==> src/tpq_pkg.sv <==
`default_nettype none

package tpq_pkg;

   localparam int QUEUE_DEPTH_DEF = 16;
   localparam int CODE_BITS_DEF   = 32;

   localparam int MODE_W   = 2;
   localparam int CODE_W   = 32;
   localparam int PRIO_W   = 2;
   localparam int STATUS_W = 2;

   typedef logic [MODE_W-1:0]   mode_type;
   typedef logic [PRIO_W-1:0]   prio_type;
   typedef logic [STATUS_W-1:0] status_type;

   localparam mode_type MODE_ENQ  = 2'd0;
   localparam mode_type MODE_DEQ  = 2'd1;
   localparam mode_type MODE_LIST = 2'd2;

   localparam prio_type PRIO_NONE = 2'd0;

   localparam status_type STATUS_OK       = 2'd0;
   localparam status_type STATUS_EMPTY    = 2'd1;
   localparam status_type STATUS_BAD_PRIO = 2'd2;
   localparam status_type STATUS_FULL     = 2'd3;

endpackage

`default_nettype wire

==> src/tpq_if.sv <==
`default_nettype none

interface tpq_req_if;
   logic                             valid;
   logic                             ready;
   tpq_pkg::mode_type                mode;
   logic signed [tpq_pkg::CODE_W-1:0] task_code;
   tpq_pkg::prio_type                priority_req;

   modport source (output valid, output mode, output task_code, output priority_req,
                   input ready);
   modport sink (input valid, input mode, input task_code, input priority_req,
                 output ready);
   modport monitor (input valid, input ready, input mode, input task_code,
                    input priority_req);
endinterface

interface tpq_rsp_if;
   logic                             valid;
   logic                             ready;
   logic signed [tpq_pkg::CODE_W-1:0] result_code;
   tpq_pkg::prio_type                result_priority;
   tpq_pkg::status_type              status;
   logic                             last;

   modport source (output valid, output result_code, output result_priority,
                   output status, output last, input ready);
   modport sink (input valid, input result_code, input result_priority,
                 input status, input last, output ready);
   modport monitor (input valid, input ready, input result_code, input result_priority,
                    input status, input last);
endinterface

`default_nettype wire

==> src/tpq_ram.sv <==
`default_nettype none

module tpq_ram #(
   parameter int WIDTH = tpq_pkg::CODE_BITS_DEF,
   parameter int DEPTH = 3 * tpq_pkg::QUEUE_DEPTH_DEF
) (
   input  wire logic                     clock,
   input  wire logic                     wr_en,
   input  wire logic [$clog2(DEPTH)-1:0] wr_addr,
   input  wire logic [WIDTH-1:0]         wr_data,
   input  wire logic                     rd_en,
   input  wire logic [$clog2(DEPTH)-1:0] rd_addr,
   output logic      [WIDTH-1:0]         rd_data
);

   logic [WIDTH-1:0] mem_ff [DEPTH];

   always_ff @(posedge clock) begin
      if (wr_en) begin
         mem_ff[wr_addr] <= wr_data;
      end
      if (rd_en) begin
         rd_data <= mem_ff[rd_addr];
      end
   end

endmodule

`default_nettype wire

==> src/three_level_priority_task_queue.sv <==
// Three strict-priority task FIFOs (low, medium, high) sharing one storage RAM.
// req_chan takes items: mode enqueue, dequeue or list, a task code and a priority.
// rsp_chan returns results: code, priority, status and a last marker; every item
// except mode 3 gives at least one result, the final one with last set.
// Enqueue and refused/empty results: registered into the output register, or the
// hold register under a stall; a new item every cycle while rsp_chan keeps up.
// Dequeue: one RAM read, then the output register; no new item is taken meanwhile.
// List: one RAM read per stored entry, high queue first, each queue head to tail;
// req_chan.ready stays low until the last one.
// The shared RAM read port with its registered read data sets these steps.
// Reset clears head, tail and count registers at once; RAM contents stay as they
// are and are never read before written, so there is no clearing pass.
// A stalled rsp_chan holds its result in the output register; one further result
// parks in a hold register and req_chan.ready drops until the output drains.
`default_nettype none

module three_level_priority_task_queue #(
   parameter int QUEUE_DEPTH = tpq_pkg::QUEUE_DEPTH_DEF,
   parameter int CODE_BITS   = tpq_pkg::CODE_BITS_DEF
) (
   input wire logic  clock,
   input wire logic  reset,
   tpq_req_if.sink   req_chan,
   tpq_rsp_if.source rsp_chan
);

   localparam int PTR_W     = $clog2(QUEUE_DEPTH);
   localparam int CNT_W     = $clog2(QUEUE_DEPTH + 1);
   localparam int MEM_DEPTH = 3 * QUEUE_DEPTH;
   localparam int ADDR_W    = $clog2(MEM_DEPTH);

   localparam logic [PTR_W-1:0] LAST_SLOT = PTR_W'(QUEUE_DEPTH - 1);
   localparam logic [CNT_W-1:0] FULL_CNT  = CNT_W'(QUEUE_DEPTH);
   localparam logic [CNT_W-1:0] ONE_CNT   = CNT_W'(1);

   localparam logic [1:0] Q_LOW  = 2'd0;
   localparam logic [1:0] Q_MID  = 2'd1;
   localparam logic [1:0] Q_HIGH = 2'd2;

   typedef enum logic [1:0] {
      S_IDLE,
      S_LREAD,
      S_LDATA,
      S_HOLD
   } state_type;

   typedef struct packed {
      logic signed [tpq_pkg::CODE_W-1:0] code;
      tpq_pkg::prio_type                 prio;
      tpq_pkg::status_type               status;
      logic                              last;
   } result_type;

   function automatic logic [ADDR_W-1:0] slot_addr(input logic [1:0] q,
                                                   input logic [PTR_W-1:0] p);
      logic [ADDR_W-1:0] base;
      case (q)
         Q_HIGH:  base = ADDR_W'(2 * QUEUE_DEPTH);
         Q_MID:   base = ADDR_W'(QUEUE_DEPTH);
         default: base = '0;
      endcase
      return base + ADDR_W'(p);
   endfunction

   function automatic logic [PTR_W-1:0] next_slot(input logic [PTR_W-1:0] p);
      return (p == LAST_SLOT) ? '0 : p + PTR_W'(1);
   endfunction

   state_type        state_ff, state_in;
   logic [PTR_W-1:0] head_ff [3];
   logic [PTR_W-1:0] head_in [3];
   logic [PTR_W-1:0] tail_ff [3];
   logic [PTR_W-1:0] tail_in [3];
   logic [CNT_W-1:0] cnt_ff [3];
   logic [CNT_W-1:0] cnt_in [3];

   logic [1:0]       list_q_ff, list_q_in;
   logic [PTR_W-1:0] list_ptr_ff, list_ptr_in;
   logic [CNT_W-1:0] list_left_ff, list_left_in;
   tpq_pkg::prio_type item_prio_ff, item_prio_in;
   logic             item_last_ff, item_last_in;

   logic             rsp_valid_ff, rsp_valid_in;
   result_type       rsp_ff, rsp_in;
   result_type       hold_ff, hold_in;

   logic                 mem_we;
   logic [ADDR_W-1:0]    mem_waddr;
   logic [CODE_BITS-1:0] mem_wdata;
   logic                 mem_re;
   logic [ADDR_W-1:0]    mem_raddr;
   logic [CODE_BITS-1:0] mem_rdata;

   logic       req_acc;
   logic       out_free;
   logic       any_full_q;
   logic [1:0] top_q;
   logic [1:0] enq_q;
   logic       below_any;
   logic [1:0] below_q;
   logic       res_load;
   result_type res;

   tpq_ram #(
      .WIDTH (CODE_BITS),
      .DEPTH (MEM_DEPTH)
   ) u_tpq_ram (
      .clock   (clock),
      .wr_en   (mem_we),
      .wr_addr (mem_waddr),
      .wr_data (mem_wdata),
      .rd_en   (mem_re),
      .rd_addr (mem_raddr),
      .rd_data (mem_rdata)
   );

   assign req_chan.ready = (state_ff == S_IDLE);
   assign req_acc        = req_chan.valid && (state_ff == S_IDLE);
   assign out_free       = !rsp_valid_ff || rsp_chan.ready;

   assign rsp_chan.valid           = rsp_valid_ff;
   assign rsp_chan.result_code     = rsp_ff.code;
   assign rsp_chan.result_priority = rsp_ff.prio;
   assign rsp_chan.status          = rsp_ff.status;
   assign rsp_chan.last            = rsp_ff.last;

   // highest nonempty queue
   always_comb begin
      any_full_q = (cnt_ff[Q_HIGH] != '0) || (cnt_ff[Q_MID] != '0) || (cnt_ff[Q_LOW] != '0);
      if (cnt_ff[Q_HIGH] != '0) begin
         top_q = Q_HIGH;
      end else if (cnt_ff[Q_MID] != '0) begin
         top_q = Q_MID;
      end else begin
         top_q = Q_LOW;
      end
   end

   // next nonempty queue below the one being listed
   always_comb begin
      below_any = 1'b0;
      below_q   = Q_LOW;
      case (list_q_ff)
         Q_HIGH: begin
            if (cnt_ff[Q_MID] != '0) begin
               below_any = 1'b1;
               below_q   = Q_MID;
            end else if (cnt_ff[Q_LOW] != '0) begin
               below_any = 1'b1;
               below_q   = Q_LOW;
            end
         end
         Q_MID: begin
            if (cnt_ff[Q_LOW] != '0) begin
               below_any = 1'b1;
               below_q   = Q_LOW;
            end
         end
         default: ;
      endcase
   end

   assign enq_q = req_chan.priority_req - 2'd1;

   always_comb begin
      state_in     = state_ff;
      head_in      = head_ff;
      tail_in      = tail_ff;
      cnt_in       = cnt_ff;
      list_q_in    = list_q_ff;
      list_ptr_in  = list_ptr_ff;
      list_left_in = list_left_ff;
      item_prio_in = item_prio_ff;
      item_last_in = item_last_ff;
      rsp_valid_in = rsp_valid_ff && !rsp_chan.ready;
      rsp_in       = rsp_ff;
      hold_in      = hold_ff;

      mem_we    = 1'b0;
      mem_waddr = slot_addr(enq_q, tail_ff[enq_q[0] ? Q_MID : (enq_q[1] ? Q_HIGH : Q_LOW)]);
      mem_wdata = CODE_BITS'(req_chan.task_code);
      mem_re    = 1'b0;
      mem_raddr = slot_addr(list_q_ff, list_ptr_ff);

      res_load   = 1'b0;
      res.code   = '0;
      res.prio   = tpq_pkg::PRIO_NONE;
      res.status = tpq_pkg::STATUS_OK;
      res.last   = 1'b1;

      unique case (state_ff)
         S_IDLE: begin
            if (req_acc) begin
               case (req_chan.mode)
                  tpq_pkg::MODE_ENQ: begin
                     res_load = 1'b1;
                     if (req_chan.priority_req == tpq_pkg::PRIO_NONE) begin
                        res.status = tpq_pkg::STATUS_BAD_PRIO;
                     end else if (cnt_ff[enq_q] == FULL_CNT) begin
                        res.status = tpq_pkg::STATUS_FULL;
                     end else begin
                        mem_we         = 1'b1;
                        mem_waddr      = slot_addr(enq_q, tail_ff[enq_q]);
                        tail_in[enq_q] = next_slot(tail_ff[enq_q]);
                        cnt_in[enq_q]  = cnt_ff[enq_q] + ONE_CNT;
                     end
                  end
                  tpq_pkg::MODE_DEQ: begin
                     if (any_full_q) begin
                        mem_re         = 1'b1;
                        mem_raddr      = slot_addr(top_q, head_ff[top_q]);
                        head_in[top_q] = next_slot(head_ff[top_q]);
                        cnt_in[top_q]  = cnt_ff[top_q] - ONE_CNT;
                        item_prio_in   = top_q + 2'd1;
                        item_last_in   = 1'b1;
                        state_in       = S_LDATA;
                     end else begin
                        res_load   = 1'b1;
                        res.status = tpq_pkg::STATUS_EMPTY;
                     end
                  end
                  tpq_pkg::MODE_LIST: begin
                     if (any_full_q) begin
                        list_q_in    = top_q;
                        list_ptr_in  = head_ff[top_q];
                        list_left_in = cnt_ff[top_q];
                        state_in     = S_LREAD;
                     end else begin
                        res_load   = 1'b1;
                        res.status = tpq_pkg::STATUS_EMPTY;
                     end
                  end
                  default: ;
               endcase
            end
         end
         S_LREAD: begin
            mem_re       = 1'b1;
            item_prio_in = list_q_ff + 2'd1;
            item_last_in = (list_left_ff == ONE_CNT) && !below_any;
            if (list_left_ff != ONE_CNT) begin
               list_ptr_in  = next_slot(list_ptr_ff);
               list_left_in = list_left_ff - ONE_CNT;
            end else begin
               list_q_in    = below_q;
               list_ptr_in  = head_ff[below_q];
               list_left_in = cnt_ff[below_q];
            end
            state_in = S_LDATA;
         end
         S_LDATA: begin
            res_load   = 1'b1;
            res.code   = tpq_pkg::CODE_W'(mem_rdata);
            res.prio   = item_prio_ff;
            res.status = tpq_pkg::STATUS_OK;
            res.last   = item_last_ff;
         end
         S_HOLD: begin
            if (out_free) begin
               rsp_valid_in = 1'b1;
               rsp_in       = hold_ff;
               state_in     = hold_ff.last ? S_IDLE : S_LREAD;
            end
         end
         default: state_in = S_IDLE;
      endcase

      if (res_load) begin
         if (out_free) begin
            rsp_valid_in = 1'b1;
            rsp_in       = res;
            state_in     = res.last ? S_IDLE : S_LREAD;
         end else begin
            hold_in  = res;
            state_in = S_HOLD;
         end
      end
   end

   always_ff @(posedge clock) begin
      if (reset) begin
         state_ff     <= S_IDLE;
         head_ff      <= '{default: '0};
         tail_ff      <= '{default: '0};
         cnt_ff       <= '{default: '0};
         rsp_valid_ff <= 1'b0;
      end else begin
         state_ff     <= state_in;
         head_ff      <= head_in;
         tail_ff      <= tail_in;
         cnt_ff       <= cnt_in;
         rsp_valid_ff <= rsp_valid_in;
      end
      list_q_ff    <= list_q_in;
      list_ptr_ff  <= list_ptr_in;
      list_left_ff <= list_left_in;
      item_prio_ff <= item_prio_in;
      item_last_ff <= item_last_in;
      rsp_ff       <= rsp_in;
      hold_ff      <= hold_in;
   end

endmodule

`default_nettype wire

==> src/flat_wrapper.sv <==
// flat-port wrapper written by rule: the top's interface ports become plain ports
module three_level_priority_task_queue_flat 
#(
   parameter int QUEUE_DEPTH = tpq_pkg::QUEUE_DEPTH_DEF,
   parameter int CODE_BITS   = tpq_pkg::CODE_BITS_DEF
)
  (clock, reset, req_chan_valid, req_chan_mode, req_chan_task_code, req_chan_priority_req, req_chan_ready, rsp_chan_valid, rsp_chan_result_code, rsp_chan_result_priority, rsp_chan_status, rsp_chan_last, rsp_chan_ready);
  tpq_req_if req_chan_i ();
  tpq_rsp_if rsp_chan_i ();
  input wire logic clock;
  input wire logic reset;
  input wire logic [$bits(req_chan_i.valid)-1:0] req_chan_valid;
  input wire logic [$bits(req_chan_i.mode)-1:0] req_chan_mode;
  input wire logic [$bits(req_chan_i.task_code)-1:0] req_chan_task_code;
  input wire logic [$bits(req_chan_i.priority_req)-1:0] req_chan_priority_req;
  output wire logic [$bits(req_chan_i.ready)-1:0] req_chan_ready;
  output wire logic [$bits(rsp_chan_i.valid)-1:0] rsp_chan_valid;
  output wire logic [$bits(rsp_chan_i.result_code)-1:0] rsp_chan_result_code;
  output wire logic [$bits(rsp_chan_i.result_priority)-1:0] rsp_chan_result_priority;
  output wire logic [$bits(rsp_chan_i.status)-1:0] rsp_chan_status;
  output wire logic [$bits(rsp_chan_i.last)-1:0] rsp_chan_last;
  input wire logic [$bits(rsp_chan_i.ready)-1:0] rsp_chan_ready;
  assign req_chan_i.valid = req_chan_valid;
  assign req_chan_i.mode = req_chan_mode;
  assign req_chan_i.task_code = req_chan_task_code;
  assign req_chan_i.priority_req = req_chan_priority_req;
  assign req_chan_ready = req_chan_i.ready;
  assign rsp_chan_valid = rsp_chan_i.valid;
  assign rsp_chan_result_code = rsp_chan_i.result_code;
  assign rsp_chan_result_priority = rsp_chan_i.result_priority;
  assign rsp_chan_status = rsp_chan_i.status;
  assign rsp_chan_last = rsp_chan_i.last;
  assign rsp_chan_i.ready = rsp_chan_ready;
  three_level_priority_task_queue #(.QUEUE_DEPTH(QUEUE_DEPTH), .CODE_BITS(CODE_BITS)) u_core (.clock(clock), .reset(reset), .req_chan(req_chan_i), .rsp_chan(rsp_chan_i));
endmodule
==> config.mk <==
export PLATFORM = sky130hd
export DESIGN_NAME = three_level_priority_task_queue_flat
export DESIGN_NICKNAME = d
export VERILOG_FILES = /design/src/tpq_pkg.sv /design/src/tpq_if.sv /design/src/tpq_ram.sv /design/src/three_level_priority_task_queue.sv /design/src/flat_wrapper.sv
export SDC_FILE = /design/constraint.sdc
export NUM_CORES = 2
export LEC_CHECK = 0
export ABC_AREA = 1
export BUFFER_PORTS_ARGS = -buffer_cell sky130_fd_sc_hd__buf_4
export CAP_MARGIN = 20
export CORE_AREA = 2 2 546 548
export DETAILED_ROUTE_END_ITERATION = 16
export DIE_AREA = 0 0 548 550
export PLACE_DENSITY_LB_ADDON = 0.05
export SLEW_MARGIN = 20
export SYNTH_ARGS = -nofsm -noshare
export SYNTH_HDL_FRONTEND = slang
export SYNTH_SLANG_ARGS = --single-unit
==> constraint.sdc <==
create_clock -name clock -period 16.1 [get_ports clock]
set_clock_uncertainty 0.1 [all_clocks]
set_input_delay 3.22 -clock clock [delete_from_list [all_inputs] [get_ports clock]]
set_output_delay 3.22 -clock clock [all_outputs]
set_load 0.01 [all_outputs]
==> summary by stage <==
Outcome
The flow ran to the end, and the final reports show no timing, DRC or antenna violations.

Synthesis
Sorting the synthesized cells by area gives the leading types as sky130_fd_sc_hd__edfxtp_1 66%, sky130_fd_sc_hd__nand3_1 9.1%, sky130_fd_sc_hd__inv_1 5.1%. The most area-hungry cell type in the Yosys netlist is sky130_fd_sc_hd__edfxtp_1. Dividing the synthesized area by the synthesized cell count gives 11.15 sq um.

Counting every net in the synthesized netlist gives 6656. In this run, synthesis produced a sequential element count of 1698. The synthesized netlist occupies a cell area of 73550 sq um. The post-synthesis cell count is 6596. In the synthesized netlist the async set-or-reset flop fraction comes to 0%. Summed over its instances, the top area cell type makes up 66.10% of the synthesized netlist area. The number of flops mapped to enable cells by yosys is 1619. The number of warning messages in the yosys log is 0. The share of synthesized area occupied by flip-flops and latches is 68.25%. After synthesis, the netlist uses 50 different library cells.

The most frequently used flop master after synthesis is sky130_fd_sc_hd__edfxtp_1.

Route
For this block, the initial DRC count from the detailed router was 3391. In the routed design, unresolved DRC markers number 0. The count of nets left with antenna violations after detail routing is 0. The final routed wire length divided by cell count is 24.83 um.

The final route contains 48220 vias. The iteration count of the initial detailed-routing pass is 5. The average via count per standard cell is 4.505. The total wire length is 265800 um.

Power
The analysis attributes to cell leakage a power of 32.05 nW. For this design the ratio of total power to cell area is 133.1 nW/um^2. VDD sags by at most 0.07914 mV.

Worst setup path
The worst path arrival time is 8.60 ns. The critical path endpoint category is a flop. In this run the worst path has a maximum fanout of 28. Across all register-to-register paths, the minimum setup slack is 9.77 ns.

The required arrival time at the worst endpoint is 16.53 ns. The critical path in this run is classified as in2reg. The nature of the critical path startpoint is a primary input.

Floorplan
79 I/O pins were placed. The core region is 295500 sq um. The y dimension of the die is 550 um.

The initial core utilization is 24.89%. The total die area is 301400 sq um. The floorplan has 200 rows.

The width of the chip is 548 um.

Clock network
After clock tree synthesis, the setup repair step added 0 buffers. Counting the buffers created by CTS gives 213. Counting along the longest clock path gives a buffer depth of 4.

The TritonCTS clock tree is built. The insertion delay of the later-clocked pin in the worst-skew pair is 0.89 ns. The clock drives 1698 sinks. The cell at the root of the clock tree is sky130_fd_sc_hd__clkbuf_16. In this run, post-CTS hold repair placed 0 buffers.

The clock transition time at the flip-flop clock pins of the worst setup and hold paths is 0.06 ns. The H-tree depth reported by CTS is 4. The number of resized instances in the post-cts repair step is 0.

Global routing
The via count of the first global-routing pass is 48190. The number of antenna violations at the first check in global routing is 10. The first global-routing pass estimated 376400 um of wire. After global routing the overflow that remains totals 0. The maximum number of pins on one net before global-route repair is 165. The total routing resource utilization after global routing is 17.28%.

Final layout
The fraction of layout cells with a size suffix above 1 is 8.050%. Across the whole layout, storage elements account for 50200 sq um. The net count of the finished layout is 6646. The area added between synthesis and finish is 15.71%. With fillers left out, the area of the finished cells amounts to 85110 sq um. The multi-input combinational cells in the finished layout cover a total of 18040 sq um. The layout has 30500 filler cells.

Place
The routability-driven placement congestion ratio is 0.7432. The cell area after placement is 78620 sq um. The quantity of I/O buffers inserted on ports is 78.

The HPWL after detailed placement is 143900 um.

Timing
The worst slack on hold paths is 0.3562 ns. The number of hold violations in the final report is 0. The smallest clock period supported by the final layout is computed as 8.167 ns. In the finished design, the share of the clock period the worst path needs comes to 50.73%. The relative slew slack is 30.49%. For the pin with the worst max-slew slack, the measured transition is 1.043 ns. Setup violations remaining at the end of the flow were counted as 0.

For the final routed database, the setup TNS stands at 0 ns. The number of slew-limit violations in the final report is 0. Derived from the worst setup path, the maximum achievable clock frequency is 0.1224 GHz. Setup repair after global routing left no endpoint under its margin.

Flow run
Max-cap violations in this run came to 0.

Min path
The worst hold-check path type is reg2reg.
[cell usage in the layout, fill, tap and decap left out, types with 36 or more instances in the layout]
master                         n
sky130_fd_sc_hd__edfxtp_1   1619
sky130_fd_sc_hd__nand3_1    1334
sky130_fd_sc_hd__inv_1      1004
sky130_fd_sc_hd__nand2_1     906
sky130_fd_sc_hd__nand3b_1    320
sky130_fd_sc_hd__o21ai_0     315
sky130_fd_sc_hd__clkbuf_16   215
sky130_fd_sc_hd__buf_4       161
sky130_fd_sc_hd__a21oi_1     159
sky130_fd_sc_hd__nor2_1      132
sky130_fd_sc_hd__o211ai_1     79
sky130_fd_sc_hd__dfxtp_1      79
sky130_fd_sc_hd__clkinv_1     62
sky130_fd_sc_hd__clkbuf_1     59
sky130_fd_sc_hd__nor2_4       52
sky130_fd_sc_hd__o21ai_1      44
sky130_fd_sc_hd__mux2i_1      36
[state kept, by name, summed over array words and instances, names as in the netlist]
signal,count
u_core.cnt_ff,15
u_core.hold_ff,37
u_core.list_ptr_ff,4
u_core.rsp_chan.valid,1
u_core.u_tpq_ram.rd_data,32
u_core.list_q_ff,2
u_core.list_left_ff,5
u_core.rsp_chan.result_priority,2
u_core.item_prio_ff,2
u_core.rsp_chan.result_code,32
u_core.head_ff,12
u_core.item_last_ff,1
u_core.u_tpq_ram.mem_ff,1536
u_core.rsp_chan.status,2
u_core.tail_ff,12
u_core.rsp_chan.last,1
u_core.state_ff,2
[per-layer routing]
layer  GRT usage (%)  vias up  part of all wire [%]
li1                -    22740                     -
met1           23.76    24260                    47
met2           28.54      906                    47
met3           2.091      310                   3.6
met4           4.899        4                   2.6
met5          0.2189        -                 0.038
[cells by family (layout without fill, tap and decap cells)]
| logic type | after synthesis | after routing | share of synthesized area [%] |
|---|---|---|---|
| buffers and inverters | 1427 | 1589 | 7.881 |
| flip-flops | 1698 | 1698 | 68.25 |
| XOR/XNOR | 11 | 11 | 0.1310 |
| other | 0 | 7 | 0 |
| AND/OR/NAND/NOR | 2770 | 2770 | 18.19 |
| adder cells (fa/ha/maj) | 20 | 20 | 0.3402 |
| multiplexers | 38 | 38 | 0.5205 |
| AO/OA/AOI/OAI | 632 | 632 | 4.693 |
[path summary, 6_finish.rpt]
check / start / end / depth (start not counted)
max: req_chan_priority_req[0] / u_core.u_tpq_ram.mem_ff[8][1] / 15
min reg2reg: u_core.tail_ff[4] / u_core.tail_ff[4] / 2
min: u_core.tail_ff[4] / u_core.tail_ff[4] / 2
max reg2reg: u_core.cnt_ff[13] / u_core.u_tpq_ram.rd_data[6] / 17
[power by group]
part / switching, mW / total, mW / internal, mW
logic: 1.34 / 1.79 / 0.453
registers: 0.0486 / 4.97 / 4.92
clock network: 1.97 / 4.57 / 2.60
total: 3.36 / 11.3 / 7.97
[through the flow]
stage          utilization (%)  total power [mW]  setup slack (ns)  instances
5_1_grt                  28.79             11.83             7.612      10700
2_1_floorplan                -             6.072             8.471       6596
3_3_place_gp             26.56             6.914             6.952      10300
6_report                 28.80             11.33             7.933      10700
4_1_cts                  28.79             11.55             7.971      10700
3_5_place_dp             26.60             6.908             7.044      10310
[layout make-up]
type | instances | area share, %
diodes | 7 | 0.02058
clock inverters | 111 | 0.9894
flip-flops and latches | 1698 | 58.98
repair buffers | 181 | 1.891
clock buffers | 276 | 6.614
well taps | 3939 | 5.791
inverters | 1021 | 4.521
multi-input cells | 3471 | 21.19
[synth_stat cells, types with 2 or more instances]
master	count
sky130_fd_sc_hd__edfxtp_1	1619
sky130_fd_sc_hd__nand3_1	1334
sky130_fd_sc_hd__inv_1	1007
sky130_fd_sc_hd__nand2_1	908
sky130_fd_sc_hd__nand3b_1	320
sky130_fd_sc_hd__o21ai_0	315
sky130_fd_sc_hd__buf_2	219
sky130_fd_sc_hd__nor2_1	182
sky130_fd_sc_hd__a21oi_1	160
sky130_fd_sc_hd__clkbuf_1	126
sky130_fd_sc_hd__dfxtp_1	79
sky130_fd_sc_hd__o211ai_1	79
sky130_fd_sc_hd__o21ai_1	45
sky130_fd_sc_hd__buf_4	38
sky130_fd_sc_hd__mux2i_1	36
sky130_fd_sc_hd__ha_1	20
sky130_fd_sc_hd__buf_1	14
sky130_fd_sc_hd__o22ai_1	10
sky130_fd_sc_hd__xor2_1	8
sky130_fd_sc_hd__clkbuf_2	7
sky130_fd_sc_hd__clkinv_1	7
sky130_fd_sc_hd__inv_2	7
sky130_fd_sc_hd__nand2_2	7
sky130_fd_sc_hd__a31oi_1	4
sky130_fd_sc_hd__o221ai_1	4
sky130_fd_sc_hd__a22oi_1	3
sky130_fd_sc_hd__nor2_4	3
sky130_fd_sc_hd__nor3_1	3
sky130_fd_sc_hd__o21ai_2	3
sky130_fd_sc_hd__xnor2_1	3
sky130_fd_sc_hd__buf_6	2
sky130_fd_sc_hd__mux2_2	2
sky130_fd_sc_hd__nand4_1	2
sky130_fd_sc_hd__nor2_2	2
sky130_fd_sc_hd__o21a_1	2
sky130_fd_sc_hd__or2_2	2
[worst max-delay path: stages]
cell	delay (ns)
sky130_fd_sc_hd__buf_4	0.25
sky130_fd_sc_hd__inv_1	0.18
sky130_fd_sc_hd__ha_1	0.52
sky130_fd_sc_hd__clkinv_1	0.29
sky130_fd_sc_hd__a21oi_1	0.19
sky130_fd_sc_hd__o21ai_0	0.09
sky130_fd_sc_hd__o21ai_0	0.20
sky130_fd_sc_hd__inv_1	0.16
sky130_fd_sc_hd__ha_1	0.21
sky130_fd_sc_hd__nand4_1	0.18
sky130_fd_sc_hd__nand4_1	0.49
sky130_fd_sc_hd__o21ai_0	0.68
sky130_fd_sc_hd__nand3_1	0.81
sky130_fd_sc_hd__nor2_4	0.60
sky130_fd_sc_hd__buf_4	0.44
Note: power is estimated with default switching activity, not from simulation.
